**src/sv/vvf_pkg.sv**
```systemverilog
// ----------------------------------------------------------------------------
// vvf_pkg
// Shared types, constants and table functions of the vortex velocity field.
// ----------------------------------------------------------------------------
package vvf_pkg;

  // grid and number formats
  localparam int unsigned GRID_SIZE = 1024;
  localparam int unsigned R2_W      = 22;   // squared distance in cells
  localparam int unsigned RQ_W      = 27;   // distance in Q16
  localparam int unsigned SQ_REM_W  = 28;   // square root partial remainder
  localparam int unsigned Q_W       = 31;   // Q30 values up to and including 1.0
  localparam int unsigned SIN_STEPS = 5;
  localparam logic [31:0] Q30_ONE   = 32'h4000_0000;
  localparam logic [31:0] PI_Q30    = 32'd3373259426;

  // configuration register indexes
  typedef enum logic [2:0] {
    CFG_CENTER_X    = 3'd0,
    CFG_CENTER_Y    = 3'd1,
    CFG_RANGE_CELLS = 3'd2,
    CFG_SPEED_GAIN  = 3'd3,
    CFG_DIRECTION   = 3'd4
  } cfg_idx_e;

  // velocity component selection
  typedef enum logic [1:0] {
    DIR_CW_X  = 2'd0,
    DIR_CW_Y  = 2'd1,
    DIR_CCW_X = 2'd2,
    DIR_CCW_Y = 2'd3
  } dir_e;

  // per-transaction control travelling alongside the datapath
  typedef struct packed {
    logic valid;
    logic en;     // velocity is computed, otherwise forced to zero
    logic ins;    // cell inside the vortex range
    logic dneg;   // direction term is negative
  } sb_t;

  // Horner divisors of the sine series, highest order first
  function automatic int unsigned sin_div(input int unsigned k);
    int unsigned d;
    case (k)
      0:       d = 110;
      1:       d = 72;
      2:       d = 42;
      3:       d = 20;
      default: d = 6;
    endcase
    return d;
  endfunction

  // reciprocal shift: 32 plus floor(log2(divisor))
  function automatic int unsigned sin_shift(input int unsigned k);
    int unsigned s;
    case (k)
      0:       s = 38;
      1:       s = 38;
      2:       s = 37;
      3:       s = 36;
      default: s = 34;
    endcase
    return s;
  endfunction

endpackage

```
**src/sv/vvf_div_cell.sv**
```systemverilog
// ----------------------------------------------------------------------------
// vvf_div_cell
// One restoring division step: one quotient bit per cell.
// ----------------------------------------------------------------------------
module vvf_div_cell #(
  parameter int unsigned DW = 11
) (
  input  logic                        clk_i,
  input  logic [DW-1:0]               den_i,
  input  logic [DW-1:0]               rem_i,
  input  logic [vvf_pkg::Q_W-1:0]     nq_i,
  output logic [DW-1:0]               den_o,
  output logic [DW-1:0]               rem_o,
  output logic [vvf_pkg::Q_W-1:0]     nq_o
);

  logic [DW:0]               tr;
  logic [DW:0]               diff;
  logic                      ge;
  logic [DW-1:0]             rem_d;
  logic [vvf_pkg::Q_W-1:0]   nq_d;

  // shift in the next numerator bit, quotient bit shifts in at the bottom
  always_comb begin
    tr    = {rem_i, nq_i[vvf_pkg::Q_W-1]};
    diff  = tr - {1'b0, den_i};
    ge    = (tr >= {1'b0, den_i});
    rem_d = ge ? diff[DW-1:0] : tr[DW-1:0];
    nq_d  = {nq_i[vvf_pkg::Q_W-2:0], ge};
  end

  always_ff @(posedge clk_i) begin
    den_o <= den_i;
    rem_o <= rem_d;
    nq_o  <= nq_d;
  end

endmodule

```
**config.mk**
```make
export PLATFORM = sky130hd
export DESIGN_NAME = vvf_div_cell
export DESIGN_NICKNAME = d
export VERILOG_FILES = /design/src/sv/vvf_pkg.sv /design/src/sv/vvf_div_cell.sv
export SDC_FILE = /design/constraint.sdc
export NUM_CORES = 1
export LEC_CHECK = 0
export BUFFER_PORTS_ARGS = -buffer_cell sky130_fd_sc_hd__buf_2
export CAP_MARGIN = 10
export CORE_UTILIZATION = 30
export DETAILED_ROUTE_END_ITERATION = 8
export HOLD_SLACK_MARGIN = 0.15
export SETUP_SLACK_MARGIN = 0.5
export SLEW_MARGIN = 15
export SYNTH_ARGS = -nofsm -noshare
export SYNTH_HDL_FRONTEND = slang
export SYNTH_SLANG_ARGS = --single-unit
```
**constraint.sdc**
```tcl
create_clock -name clk_i -period 3 [get_ports clk_i]
set_input_delay 0.45 -clock clk_i [delete_from_list [all_inputs] [get_ports clk_i]]
set_output_delay 0.45 -clock clk_i [all_outputs]
set_load 0.03 [all_outputs]
```
==> results.yml <==
timing:
  hold_viol_final: 0
  holdWs_ns: 0.241
  relSlewSlack_pct: 74.5
  fin_crit_sh_pct: 71.6
  worst_slew_pin_slew_ns: 0.377
  finalMaxSlewViolations: 0
  setup_tns_ns: 0
  fmax_mhz: 465
  setup_viol: 0
  period_needed_ns: 2.15
  rsz0062_at_grt: "false"
clock_tree:
  cts_max_level: 2
  cts-resized-gates: 0
  cts_hold_buf: 0
  clockBufferDepth: 2
  cts_setup_buffers: 0
  clock-sinks: 53
  clockRootBuffer: "clkbuf_8"
  cts_tree: "yes"
  clkTransAtPathRegs_ns: 0.10
  numCtsBuffers: 5
floorplan:
  fp.dieW_um: 79.8
  core_area_um2: 5680
  die_h_um: 79.8
  start_util_pct: 32.0
  num_io_pins: 107
  rows: 27
  die_area_um2: 6370
detailed_routing:
  vias: 1493
  drtPass1Iterations: 4
  drt_iter0_drc: 56
  drc: 0
  totalWireLength_um: 3960
  drtAntennaViolNets: 0
  wl_per_cell_um: 11.3
  avgViaCountPerCell: 4.28
yosys:
  yosys.cell_types.count: 35
  yosysWarningCount: 0
  syn_nets: 229
  avgSynthCellArea_um2: 11.1
  async_flop_share_pct: 0
  ys_seq_area_share_pct: 58.4
  yosysTopAreaCellShare_pct: 58.4
  synth_cells: 163
  syn-cell-area_um2: 1820
  synthTopCellsByArea: "dfxtp_1 (58%), ha_1 (7.6%), nand2_1 (3.9%)"
  synth_edf_count: 0
  yosysTopAreaCell: "dfxtp_1"
  ys_seq_elements: 53
  synthFlopType: "dfxtp_1"
placed_design:
  gp_congestion: 0.759
  place_area_um2: 2430
  portBuffers: 106
  dp_hpwl_um: 3240
setup_path:
  cp.required_ns: 3.22
  cp-end-kind: "flip-flop"
  critical_path.cell_chain: "buf_2 -> ha_1 -> fa_1 -> and2b_1 -> o21ai_2 -> a311oi_2 -> o2bb2ai_2 -> buf_4 -> o31ai_1"
  worstPathArrival_ns: 2.37
  cp_max_fo: 11
  setup.worst_path.class: "input pin to flip-flop"
  cp-start-kind: "input pin"
  crit_buf_inv: 2
  cp_top_family: "compound AO/OA/AOI/OAI gates"
  slowest_delay_ns: 0.41
  critPathSlowestCell: "fa_1"
power_and_ir_drop:
  leakage_nw: 1.28
  peakVddDrop_mv: 0.305
  cellPowerDensity_nw_per_um2: 623
finish:
  final_cell_area_um2: 2520
  synthToLayoutAreaGrowth_pct: 38.6
  num_antenna_cells: 0
  fin_nets: 342
  post-route-util_pct: 44.3
  mostFrequentLayoutCells: "buf_2 (106), dfxtp_1 (53), nand2_1 (19)"
  drive_gt1_share_pct: 45.8
  final_common_cell: "buf_2"
global_routing:
  antenna_found_initial: 0
  grt_pass1_vias: 1285
  groute.usage.overall_pct: 12.0
  grt_pass1_wl_um: 5800
  overflow: 0
  grt_start_max_net_pins: 17
flow_run:
  cap_violations: 0
hold_path:
  hold_class: "input pin to flip-flop"
outcome:
  status: "completed"
per-stage QoR:
step / total power, mW / cells / setup WS (ns)
5_1_grt: 1.66 / 349 / 0.689
2_1_floorplan: 1.08 / 163 / 0.836
6_report: 1.57 / 349 / 0.852
3_3_place_gp: 1.20 / 341 / 0.579
3_5_place_dp: 1.20 / 341 / 0.533
4_1_cts: 1.59 / 349 / 0.842
routing by layer:
| layer | wire length, um | GRT usage, % |
|---|---|---|
| met5 | 0 | 0 |
| met4 | 57 | 5.89 |
| met3 | 451 | 3.54 |
| met1 | 1550 | 13.4 |
| met2 | 1900 | 20.8 |
final cells by class:
type,count,area (um2)
clock inverters,2,15.0
fillers,570,3160
clock buffers,6,72.6
well taps,72,90.1
flip-flops and latches,53,1060
repair buffers,108,546
inverters,16,60.1
multi-input cells,92,672
synth_stat cells (2+ instances only):
cell type and number:
and3_1 2, o211ai_1 2, a21oi_1 6, o31ai_1 2
o21ai_0 3, xor2_1 4, buf_6 2, nor2_1 5
inv_1 16, xnor2_1 2, nand4_1 3, o21ai_1 2
ha_1 11, nor2b_1 2, o21ai_2 8, nand2b_1 3
a21o_1 2, nand2_1 19, dfxtp_1 53
state kept, by name, summed over array words and instances (netlist names):
name / count
den_o: 11
rem_o: 11
nq_o: 31
final timing paths:
| kind | start | to | slack [ns] | cells past startpoint |
|---|---|---|---|---|
| worst max-delay path | den_i[0] | rem_o[4]$_DFF_P_ | 0.85 | 9 |
| worst min-delay path | nq_i[8] | nq_o[9]$_DFF_P_ | 0.24 | 1 |
cells by family (layout without fill, tap and decap cells):
logic type | count (synthesis) | count (layout) | synth area share (%)
xor+xnor | 6 | 6 | 2.89
simple gates | 39 | 39 | 10.3
flops | 53 | 53 | 58.4
compound gates | 35 | 35 | 15.1
fa+ha+maj | 12 | 12 | 8.68
buf+inv | 18 | 132 | 4.55
power by group:
part           leakage (nW)  total, mW  switching (mW)  internal (mW)
combinational         0.796      0.400           0.260          0.140
clock                0.0374      0.390           0.225          0.165
sequential            0.447      0.779          0.0128          0.766
total                  1.28       1.57           0.498           1.07
Note: power is estimated with default switching activity, not from simulation.
