[src/sv/vvf_pkg.sv]
// ----------------------------------------------------------------------------
// vvf_pkg
// Shared types, constants and table functions of the vortex velocity field.
// ----------------------------------------------------------------------------
package vvf_pkg;

  // grid and number formats
  localparam int unsigned GRID_SIZE = 1024;
  localparam int unsigned R2_W      = 22;   // squared distance in cells
  localparam int unsigned RQ_W      = 27;   // distance in Q16
  localparam int unsigned SQ_REM_W  = 28;   // square root partial remainder
  localparam int unsigned Q_W       = 31;   // Q30 values up to and including 1.0
  localparam int unsigned SIN_STEPS = 5;
  localparam logic [31:0] Q30_ONE   = 32'h4000_0000;
  localparam logic [31:0] PI_Q30    = 32'd3373259426;

  // configuration register indexes
  typedef enum logic [2:0] {
    CFG_CENTER_X    = 3'd0,
    CFG_CENTER_Y    = 3'd1,
    CFG_RANGE_CELLS = 3'd2,
    CFG_SPEED_GAIN  = 3'd3,
    CFG_DIRECTION   = 3'd4
  } cfg_idx_e;

  // velocity component selection
  typedef enum logic [1:0] {
    DIR_CW_X  = 2'd0,
    DIR_CW_Y  = 2'd1,
    DIR_CCW_X = 2'd2,
    DIR_CCW_Y = 2'd3
  } dir_e;

  // per-transaction control travelling alongside the datapath
  typedef struct packed {
    logic valid;
    logic en;     // velocity is computed, otherwise forced to zero
    logic ins;    // cell inside the vortex range
    logic dneg;   // direction term is negative
  } sb_t;

  // Horner divisors of the sine series, highest order first
  function automatic int unsigned sin_div(input int unsigned k);
    int unsigned d;
    case (k)
      0:       d = 110;
      1:       d = 72;
      2:       d = 42;
      3:       d = 20;
      default: d = 6;
    endcase
    return d;
  endfunction

  // reciprocal shift: 32 plus floor(log2(divisor))
  function automatic int unsigned sin_shift(input int unsigned k);
    int unsigned s;
    case (k)
      0:       s = 38;
      1:       s = 38;
      2:       s = 37;
      3:       s = 36;
      default: s = 34;
    endcase
    return s;
  endfunction

endpackage

[src/sv/vvf_sin_step.sv]
// ----------------------------------------------------------------------------
// vvf_sin_step
// One Horner step of the sine series: t = 1 - (x2 * t) / divisor, three stages.
// ----------------------------------------------------------------------------
module vvf_sin_step #(
  parameter int unsigned IDX = 0
) (
  input  logic                      clk_i,
  input  logic [31:0]               x2_i,
  input  logic [vvf_pkg::Q_W-1:0]   t_i,
  output logic [31:0]               x2_o,
  output logic [vvf_pkg::Q_W-1:0]   t_o
);

  localparam int unsigned D      = vvf_pkg::sin_div(IDX);
  localparam int unsigned K      = vvf_pkg::sin_shift(IDX);
  localparam logic [63:0] M_FULL = (64'd1 << K) / 64'(D);
  localparam logic [31:0] M      = M_FULL[31:0];

  logic [62:0]             prod_q;
  logic [31:0]             x2a_q;
  logic [31:0]             p;
  logic [63:0]             pm_q;
  logic [31:0]             p_q;
  logic [31:0]             x2b_q;
  logic [31:0]             q0;
  logic [31:0]             qd;
  logic [31:0]             r;
  logic [31:0]             q;
  logic [vvf_pkg::Q_W-1:0] t_d;

  assign p = prod_q[61:30];

  // quotient by reciprocal, then one correction step and the subtract from one
  always_comb begin
    q0  = 32'(pm_q >> K);
    qd  = q0 * 32'(D);
    r   = p_q - qd;
    q   = q0 + ((r >= 32'(D)) ? 32'd1 : 32'd0);
    t_d = (q >= vvf_pkg::Q30_ONE) ? '0 : vvf_pkg::Q_W'(vvf_pkg::Q30_ONE - q);
  end

  always_ff @(posedge clk_i) begin
    prod_q <= 63'(x2_i) * 63'(t_i);
    x2a_q  <= x2_i;
    pm_q   <= 64'(p) * 64'(M);
    p_q    <= p;
    x2b_q  <= x2a_q;
    t_o    <= t_d;
    x2_o   <= x2b_q;
  end

endmodule

[config.mk]
export PLATFORM = sky130hd
export DESIGN_NAME = vvf_sin_step
export DESIGN_NICKNAME = d
export VERILOG_FILES = /design/src/sv/vvf_pkg.sv /design/src/sv/vvf_sin_step.sv
export SDC_FILE = /design/constraint.sdc
export NUM_CORES = 2
export LEC_CHECK = 0
export BUFFER_PORTS_ARGS = -buffer_cell sky130_fd_sc_hd__buf_2
export CAP_MARGIN = 20
export CORE_MARGIN = 2
export CORE_UTILIZATION = 40
export CTS_CLUSTER_SIZE = 16
export DETAILED_ROUTE_END_ITERATION = 10
export GPL_ROUTABILITY_DRIVEN = 1
export HOLD_SLACK_MARGIN = 0.06
export PLACE_DENSITY_LB_ADDON = 0.12
export SLEW_MARGIN = 20
export SYNTH_ARGS = -nofsm -noshare
export SYNTH_HDL_FRONTEND = slang
export SYNTH_SLANG_ARGS = --single-unit
[constraint.sdc]
create_clock -name clk_i -period 12.1 [get_ports clk_i]
set_clock_uncertainty 0.2 [all_clocks]
set_input_delay 0.605 -clock clk_i [delete_from_list [all_inputs] [get_ports clk_i]]
set_output_delay 0.605 -clock clk_i [all_outputs]
set_load 0.01 [all_outputs]
==> impl_metrics.tcl <==
set metrics [dict create \
    status "completed" \
    grt_max_degree 33 \
    grt_overflow_total 0 \
    post-synth-top-count-cell "inv_1" \
    critPathKind "reg -> reg" \
    dpl.cell_count 7911 \
    final_layout_size_suffix_gt1_share_pct 4.67 \
    numClockSinks 216 \
    fin_cells 7969 \
    critPathMaxStageDelay_ns 0.54 \
    synth_top_family_by_area "adder cells" \
    fin_setup_tns_ns 0 \
    whs_ns 0.0943 \
    synth-seq-area-share_pct 7.63 \
    grt_pass1_wl_um 255000 \
    busiest_layer "met2" \
    rsz0062_at_grt "false" \
    drc 0 \
    grt_use_met2_pct 38.4 \
    ios 127 \
    synth-main-ff-cell "dfxtp_1" \
    synth_nets 8119 \
    synthCells 6011 \
    worstMarginPinSlew_ns 1.17 \
    critPathSlowestCell "fa_1" \
    drtIter0Drc 1961 \
    worst_path_dominant_cell_family "simple AND/OR/NAND/NOR gates" \
    rows 138 \
    synthMuxAreaShare_pct 0.188 \
    r2r_setup_slack_ns 0.85 \
    cts.clk_slew.worst_paths_ns 0.06 \
    clock_latency_ns 0.66 \
    yosys.cell_types.count 59 \
    first_global_vias 43062 \
    syn_area_per_cell_um2 9.43 \
    finalHoldViolCount 0 \
    dieWidth_um 380 \
    cp_common_cell "nand2_1" \
    cp_max_fo 13 \
    syn_to_final_growth_pct 6.91 \
    period_share_pct 93.0 \
    antenna_found_initial 15 \
    synth_edf_count 0 \
    synth_top_area_share_pct 45.6 \
    synth_xor_xnor_area_share_pct 2.24 \
    portBuffers 126 \
    vias_per_cell 4.92 \
    cp.buffers_inverters 2 \
    firstDrtPassIters 5 \
    synth_area_mm2 0.0567 \
    cap_violations 0 \
    setup_viol 0 \
    arrival_ns 11.63 \
    met1_usage_pct 32.3 \
    max_freq_mhz 88.9 \
    ys_ff_latch 216 \
    cts_tree "done" \
    post_cts_resized 0 \
    holdCritPathClass "reg -> reg" \
    slew_viol_final 0 \
    routedWlPerCell_um 20.2 \
    synth-compound-area-share_pct 4.59 \
    yosysWarnings 0 \
    nNetsFinal 8161 \
    dp_hpwl_um 123000 \
    crit_path_start_kind "register" \
    postRouteAntennaNets 0 \
    synthArstFlopShare_pct 0 \
    ys_top_cells_by_count "1651 x inv_1, 1291 x fa_1, 805 x nand2_1" \
    synth_fa_ha_area_share_pct 62.2 \
    period_needed_ns 11.25 \
    htree_levels 1 \
    synth-simple-area-share_pct 10.9 \
    cts-buffers-inserted 29 \
    grt_use_total_pct 23.0 \
    core_mm2 0.141 \
    relSlewSlack_pct 22.1 \
    gp_congestion 0.884 \
    die_area_mm2 0.145 \
    crit_path_end_kind "register" \
    grt_use_met3_pct 2.15 \
    cp.required_ns 12.48 \
    cts_root_buf "clkbuf_16" \
    cts_buffer_depth 3 \
    start_util_pct 40.2 \
    route.vias.total 39169 \
    finalWirelength_um 161000 \
    netlist_top_cells_area "fa_1 46%, ha_1 17%, inv_1 11%" \
    cts_setup_buffers 0 \
    dieHeight_um 380 \
    synth_area_leader_cell "fa_1" \
]
area by class of cell:
cell class,instances,area (um2)
Tap cell,1890,2360
Inverter,1651,6200
Sequential cell,216,4330
Multi-Input combinational cell,3946,45400
Fill cell,14108,80500
Clock inverter,15,173
Antenna cell,3,7.51
Timing Repair Buffer,209,1260
Clock buffer,39,853
routing by layer:
metal | up-vias | wire length (um)
li1 | 17825 | -
met1 | 20299 | 73500
met2 | 841 | 76200
met3 | 194 | 7400
met4 | 10 | 4110
met5 | - | 63
worst paths after layout:
kind | endpoint | start | cells past startpoint
min | x2_o[28] | x2b_q[28] | 0
max reg2reg | t_o[25] | pm_q[50] | 44
min reg2reg | x2_o[28] | x2b_q[28] | 0
max | t_o[25] | pm_q[50] | 44
worst reg2reg max path, delay by kind of cell, from the launching register on:
family | cells | cell delay (ns)
multiplexers | 1 | 0.20
buffers and inverters | 2 | 0.10
XOR/XNOR | 3 | 0.56
AO/OA/AOI/OAI | 15 | 3.10
flip-flops | 1 | 0.53
AND/OR/NAND/NOR | 16 | 3.63
adder cells (fa/ha/maj) | 7 | 2.85
through the flow:
step	cell area (um2)	worst slack, ns	utilization (%)
floorplan	56700	2.54	-
global placement	59600	0.996	42.2
detailed placement	59600	0.791	42.2
CTS	60600	0.724	42.9
global route	60600	0.0247	43.0
finish	60600	0.849	43.0
state kept, by name, indices dropped and copies added, names as in the netlist:
| register | cells |
|---|---|
| prod_q | 32 |
| x2_o | 32 |
| x2a_q | 32 |
| x2b_q | 32 |
| p_q | 31 |
| t_o | 31 |
| pm_q | 26 |
cells by family (layout without fill, tap and decap cells):
kind of cell    count (synthesis)  count (layout)
mux                            10              10
compound gates                398             398
xor+xnor                      145             145
flops                         216             216
other cells                     0               3
simple gates                 1349            1349
fa+ha+maj                    2044            2044
buf+inv                      1849            1914
placed cells by master, fill, tap and decap left out, types with 19 or more instances in the layout:
cell       Yosys  layout
clkbuf_16      0      29
dfxtp_1      216     210
nor2_1        84      84
nand4_1       27      27
xnor2_1       86      86
buf_4          0      82
o21ai_0       63      63
nor2b_1       19      19
xor2_1        59      59
a21o_1        84      84
nand3_1       43      43
o21a_1        24      24
buf_2          3     126
and2_1       264     264
ha_1         753     753
fa_1        1291    1291
nor3_1        29      29
a21oi_1      117     117
inv_1       1651    1651
nand2_1      805     805
nand2b_1      22      22
repair_timing:
action	CTS	global route
hold buffers	1	0
endpoints found under the hold margin	1	0
setup endpoints to repair	0	0
Power is left out: the tool's default activity adds up to more than one toggle a clock period on the data nets, which glitch-free logic cannot reach.
