## src/sv/vvf_pkg.sv

```systemverilog
// ----------------------------------------------------------------------------
// vvf_pkg
// Shared types, constants and table functions of the vortex velocity field.
// ----------------------------------------------------------------------------
package vvf_pkg;

  // grid and number formats
  localparam int unsigned GRID_SIZE = 1024;
  localparam int unsigned R2_W      = 22;   // squared distance in cells
  localparam int unsigned RQ_W      = 27;   // distance in Q16
  localparam int unsigned SQ_REM_W  = 28;   // square root partial remainder
  localparam int unsigned Q_W       = 31;   // Q30 values up to and including 1.0
  localparam int unsigned SIN_STEPS = 5;
  localparam logic [31:0] Q30_ONE   = 32'h4000_0000;
  localparam logic [31:0] PI_Q30    = 32'd3373259426;

  // configuration register indexes
  typedef enum logic [2:0] {
    CFG_CENTER_X    = 3'd0,
    CFG_CENTER_Y    = 3'd1,
    CFG_RANGE_CELLS = 3'd2,
    CFG_SPEED_GAIN  = 3'd3,
    CFG_DIRECTION   = 3'd4
  } cfg_idx_e;

  // velocity component selection
  typedef enum logic [1:0] {
    DIR_CW_X  = 2'd0,
    DIR_CW_Y  = 2'd1,
    DIR_CCW_X = 2'd2,
    DIR_CCW_Y = 2'd3
  } dir_e;

  // per-transaction control travelling alongside the datapath
  typedef struct packed {
    logic valid;
    logic en;     // velocity is computed, otherwise forced to zero
    logic ins;    // cell inside the vortex range
    logic dneg;   // direction term is negative
  } sb_t;

  // Horner divisors of the sine series, highest order first
  function automatic int unsigned sin_div(input int unsigned k);
    int unsigned d;
    case (k)
      0:       d = 110;
      1:       d = 72;
      2:       d = 42;
      3:       d = 20;
      default: d = 6;
    endcase
    return d;
  endfunction

  // reciprocal shift: 32 plus floor(log2(divisor))
  function automatic int unsigned sin_shift(input int unsigned k);
    int unsigned s;
    case (k)
      0:       s = 38;
      1:       s = 38;
      2:       s = 37;
      3:       s = 36;
      default: s = 34;
    endcase
    return s;
  endfunction

endpackage

```

## src/sv/vvf_sqrt_cell.sv

```systemverilog
// ----------------------------------------------------------------------------
// vvf_sqrt_cell
// One digit step of the integer square root, one result bit per cell.
// ----------------------------------------------------------------------------
module vvf_sqrt_cell (
  input  logic                               clk_i,
  input  logic [vvf_pkg::RQ_W-1:0]           root_i,
  input  logic [vvf_pkg::SQ_REM_W-1:0]       rem_i,
  input  logic [vvf_pkg::R2_W-1:0]           rad_i,
  output logic [vvf_pkg::RQ_W-1:0]           root_o,
  output logic [vvf_pkg::SQ_REM_W-1:0]       rem_o,
  output logic [vvf_pkg::R2_W-1:0]           rad_o
);

  logic [vvf_pkg::SQ_REM_W+1:0] acc;
  logic [vvf_pkg::SQ_REM_W+1:0] trial;
  logic [vvf_pkg::SQ_REM_W+1:0] diff;
  logic                         ge;
  logic [vvf_pkg::RQ_W-1:0]     root_d;
  logic [vvf_pkg::SQ_REM_W-1:0] rem_d;
  logic [vvf_pkg::R2_W-1:0]     rad_d;

  // trial subtract of the next radicand pair
  always_comb begin
    acc    = {rem_i, rad_i[vvf_pkg::R2_W-1 -: 2]};
    trial  = {1'b0, root_i, 2'b01};
    diff   = acc - trial;
    ge     = (acc >= trial);
    root_d = {root_i[vvf_pkg::RQ_W-2:0], ge};
    rem_d  = ge ? diff[vvf_pkg::SQ_REM_W-1:0] : acc[vvf_pkg::SQ_REM_W-1:0];
    rad_d  = {rad_i[vvf_pkg::R2_W-3:0], 2'b00};
  end

  always_ff @(posedge clk_i) begin
    root_o <= root_d;
    rem_o  <= rem_d;
    rad_o  <= rad_d;
  end

endmodule

```

## config.mk

```make
export PLATFORM = sky130hd
export DESIGN_NAME = vvf_sqrt_cell
export DESIGN_NICKNAME = d
export VERILOG_FILES = /design/src/sv/vvf_pkg.sv /design/src/sv/vvf_sqrt_cell.sv
export SDC_FILE = /design/constraint.sdc
export NUM_CORES = 1
export LEC_CHECK = 0
export ABC_AREA = 1
export BUFFER_PORTS_ARGS = -buffer_cell sky130_fd_sc_hd__buf_2
export CORE_MARGIN = 5
export CORE_UTILIZATION = 50
export DETAILED_ROUTE_END_ITERATION = 10
export PLACE_DENSITY = 0.8
export SLEW_MARGIN = 10
export SYNTH_ARGS = -nofsm -noshare
export SYNTH_HDL_FRONTEND = slang
export SYNTH_SLANG_ARGS = --single-unit
```

## constraint.sdc

```tcl
create_clock -name clk_i -period 1.8 [get_ports clk_i]
set_input_delay 0.09 -clock clk_i [delete_from_list [all_inputs] [get_ports clk_i]]
set_output_delay 0.09 -clock clk_i [all_outputs]
set_load 0.005 [all_outputs]
```

==> results.json <==
{
  "vdd_drop_max_uv": 473.1,
  "finalWorstSetupSlack_ns": 0.3014,
  "design_area_sq_um": 6329,
  "clkSinkCount": 75,
  "rsz0062_at_grt": "no",
  "cts-root-buf": "clkbuf_8",
  "worstHoldPathType": "input port to flop",
  "drc": 0,
  "placed_area_sq_um": 5435,
  "nets": 1001,
  "cts_tree": "built",
  "pre_cts_slack_ns": -0.04561,
  "max_cap_viol_count": 0,
  "ys_warn_count": 0,
  "timing_worst_setup_path_type": "input port to flop",
  "ios": 155,
  "p_per_area_nw_per_um2": 767.8,
  "dieHeight_um": 103.0,
  "ant_nets": 0,
  "grt_max_degree": 23,
  "p_clk_frac": 0.318,
  "antenna_found_initial": 0,
  "period_share": 0.8326,
  "wire_per_inst_um": 14.16,
  "clk_pin_slew_ns": 0.08,
  "wl_um": 14260,
  "dieWidth_um": 103.0,
  "std_cell_rows": 34,
  "start_util": 0.5036,
  "synth_area_sq_um": 4328,
  "drv_slew": 0,
  "fmax_mhz": 667.3,
  "dpl.cell_count": 925,
  "cts_buffers": 9,
  "num_vias": 4864,
  "overflow": 0,
  "cp.arrival_ns": 1.74,
  "setup_viol": 0,
  "switching_power_mw": 1.530,
  "top_layer": "met4",
  "syn-instance-count": 642,
  "grt_pass1_wl_um": 22370,
  "run_status": "complete, no violations",
  "core_area_sq_um": 8593,
  "syn_to_final_growth_pct": 46.23,
  "viasPerCell": 4.830,
  "h-tree-depth": 3,
  "met2WireLength_um": 7350,
  "synth_cell_types": 27,
  "routedLengthMet1_um": 5594,
  "dr.pass1.iters": 5,
  "p_comb_frac": 0.294,
  "fin_crit_ns": 1.499,
  "p_leak_nw": 3.713,
  "critPathMaxFanout": 4,
  "met3_wirelength_um": 910,
  "n_antenna_cell": 0,
  "sw_frac_of_total": 0.3149,
  "grt.total_usage": 0.2681,
  "io_buffers": 152,
  "gp_congestion": 0.9582,
  "final_cell_count_no_fill": 1007,
  "dpl.hpwl_um": 10490,
  "hold_viol_final": 0,
  "cp_data_required_time_ns": 2.04,
  "crit_path_end_kind": "flop",
  "fillers": 699,
  "drive_above_1_share": 0.2614,
  "seqPwrFrac": 0.388,
  "internal_power_mw": 3.329,
  "start_kind": "input port",
  "grt_pass1_vias": 4888,
  "synth_area_per_cell_sq_um": 6.741,
  "first_iter_violations": 201,
  "worst_hold_slack_ns": 0.007188,
  "ys_seq_area_frac": 0.3469,
  "clk_path_buf_depth": 2,
  "ys_seq_elements": 75,
  "cts.repair.resized": 0,
  "die_area_sq_um": 10620
}
metal layers:
layer	track usage	vias up
met3	0.05210	31
li1	-	2453
met2	0.5155	184
met5	0	-
met4	0.08964	0
met1	0.2900	2196
synthesized netlist by cell type:
library cell,number,area [sq um]
and2_1,2,12.51
a21oi_1,14,70.07
buf_4,6,45.04
o21bai_1,2,15.01
nor2_2,4,25.02
nor2_1,26,97.59
and3_1,1,6.260
buf_8,2,30.03
nor3_4,1,16.27
nand3_1,58,290.3
nor2_4,3,33.78
conb_1,1,3.750
ha_1,29,362.9
o21ai_0,2,10.01
nor3_1,3,15.01
nand2_2,10,62.56
nand3b_1,4,30.03
nand3_2,15,150.1
xor2_1,11,96.34
buf_6,2,22.52
dfxtp_1,75,1501
nand4_1,10,62.56
xnor2_1,1,8.760
nand2_4,1,11.26
nand2_1,227,852.1
inv_1,131,491.7
clkbuf_2,1,5.000
power groups by stage:
stage | registers [mW] | logic, mW | clock network [mW]
floorplan | 1.95 | 0.710 | 0
global placement | 1.91 | 1.27 | 0
detailed placement | 1.92 | 1.29 | 0
CTS | 1.88 | 1.41 | 1.56
global route | 1.90 | 1.59 | 1.65
finish | 1.89 | 1.43 | 1.54
kinds of logic after synthesis:
logic type                 share of synthesized area
and+or+nand+nor                               0.3848
xor gates and xnor gates                     0.02428
buffers and inverters                         0.1373
AOI/OAI and AO/OA                            0.02197
DFF                                           0.3469
other                                      0.0008665
adders and majority gates                    0.08384
layout by cell type, fill, tap and decap left out, drive strengths merged:
| cell | n |
|---|---|
| conb | 2 |
| nand2 | 238 |
| dfxtp | 75 |
| a21oi | 14 |
| clkinv | 1 |
| o21ai | 2 |
| bufinv | 2 |
| clkbuf | 10 |
| xor2 | 11 |
| xnor2 | 1 |
| and3 | 1 |
| nor3 | 4 |
| nand3 | 73 |
| nor2 | 33 |
| inv | 134 |
| o21bai | 2 |
| nand3b | 4 |
| dlygate4sd3 | 66 |
| and2 | 2 |
| nand4 | 10 |
| ha | 29 |
| buf | 185 |
through the flow:
stage | util | TNS, ns | total power, mW
after global routing | 0.7365 | 0 | 5.141
after detailed placement | 0.6325 | -0.04561 | 3.213
after global placement | 0.6325 | -0.04090 | 3.183
final | 0.7365 | 0 | 4.859
after CTS | 0.7365 | 0 | 4.857
after floorplan | - | 0 | 2.660
registers in the layout, summed over array words and instances, names as in the netlist:
name,flops
rem_o,28
rad_o,20
root_o,27
final timing paths:
path,from,to,slack (ns),cells after the start
setup / recovery,root_i[17],rem_o[21],0.30,12
hold / removal,rem_i[19],rem_o[21],0.007,3
final cells by class:
class	instances	area (sq um)	share of cell area
clock buffer	10	137.6	0.02175
clock inverter	6	95.09	0.01503
inverter	131	491.7	0.07770
multi-input combinational	426	2236	0.3533
sequential	75	1501	0.2372
tap	108	135.1	0.02135
timing repair buffer	251	1732	0.2736
what timing repair did:
item,in CTS,in global routing
hold endpoints to repair,66,0
setup buffers,0,0
setup endpoints to repair,0,0
hold buffers,66,0
worst max-delay path, cell delays in order:
cell	delay (ns)
buf_2	0.09
inv_1	0.04
ha_1	0.35
buf_4	0.16
nand2_1	0.12
inv_1	0.05
nand2_1	0.07
nand3_1	0.14
a21oi_1	0.25
nand4_1	0.20
nand3_1	0.13
nand2_1	0.05
Note: power is estimated with default switching activity, not from simulation.
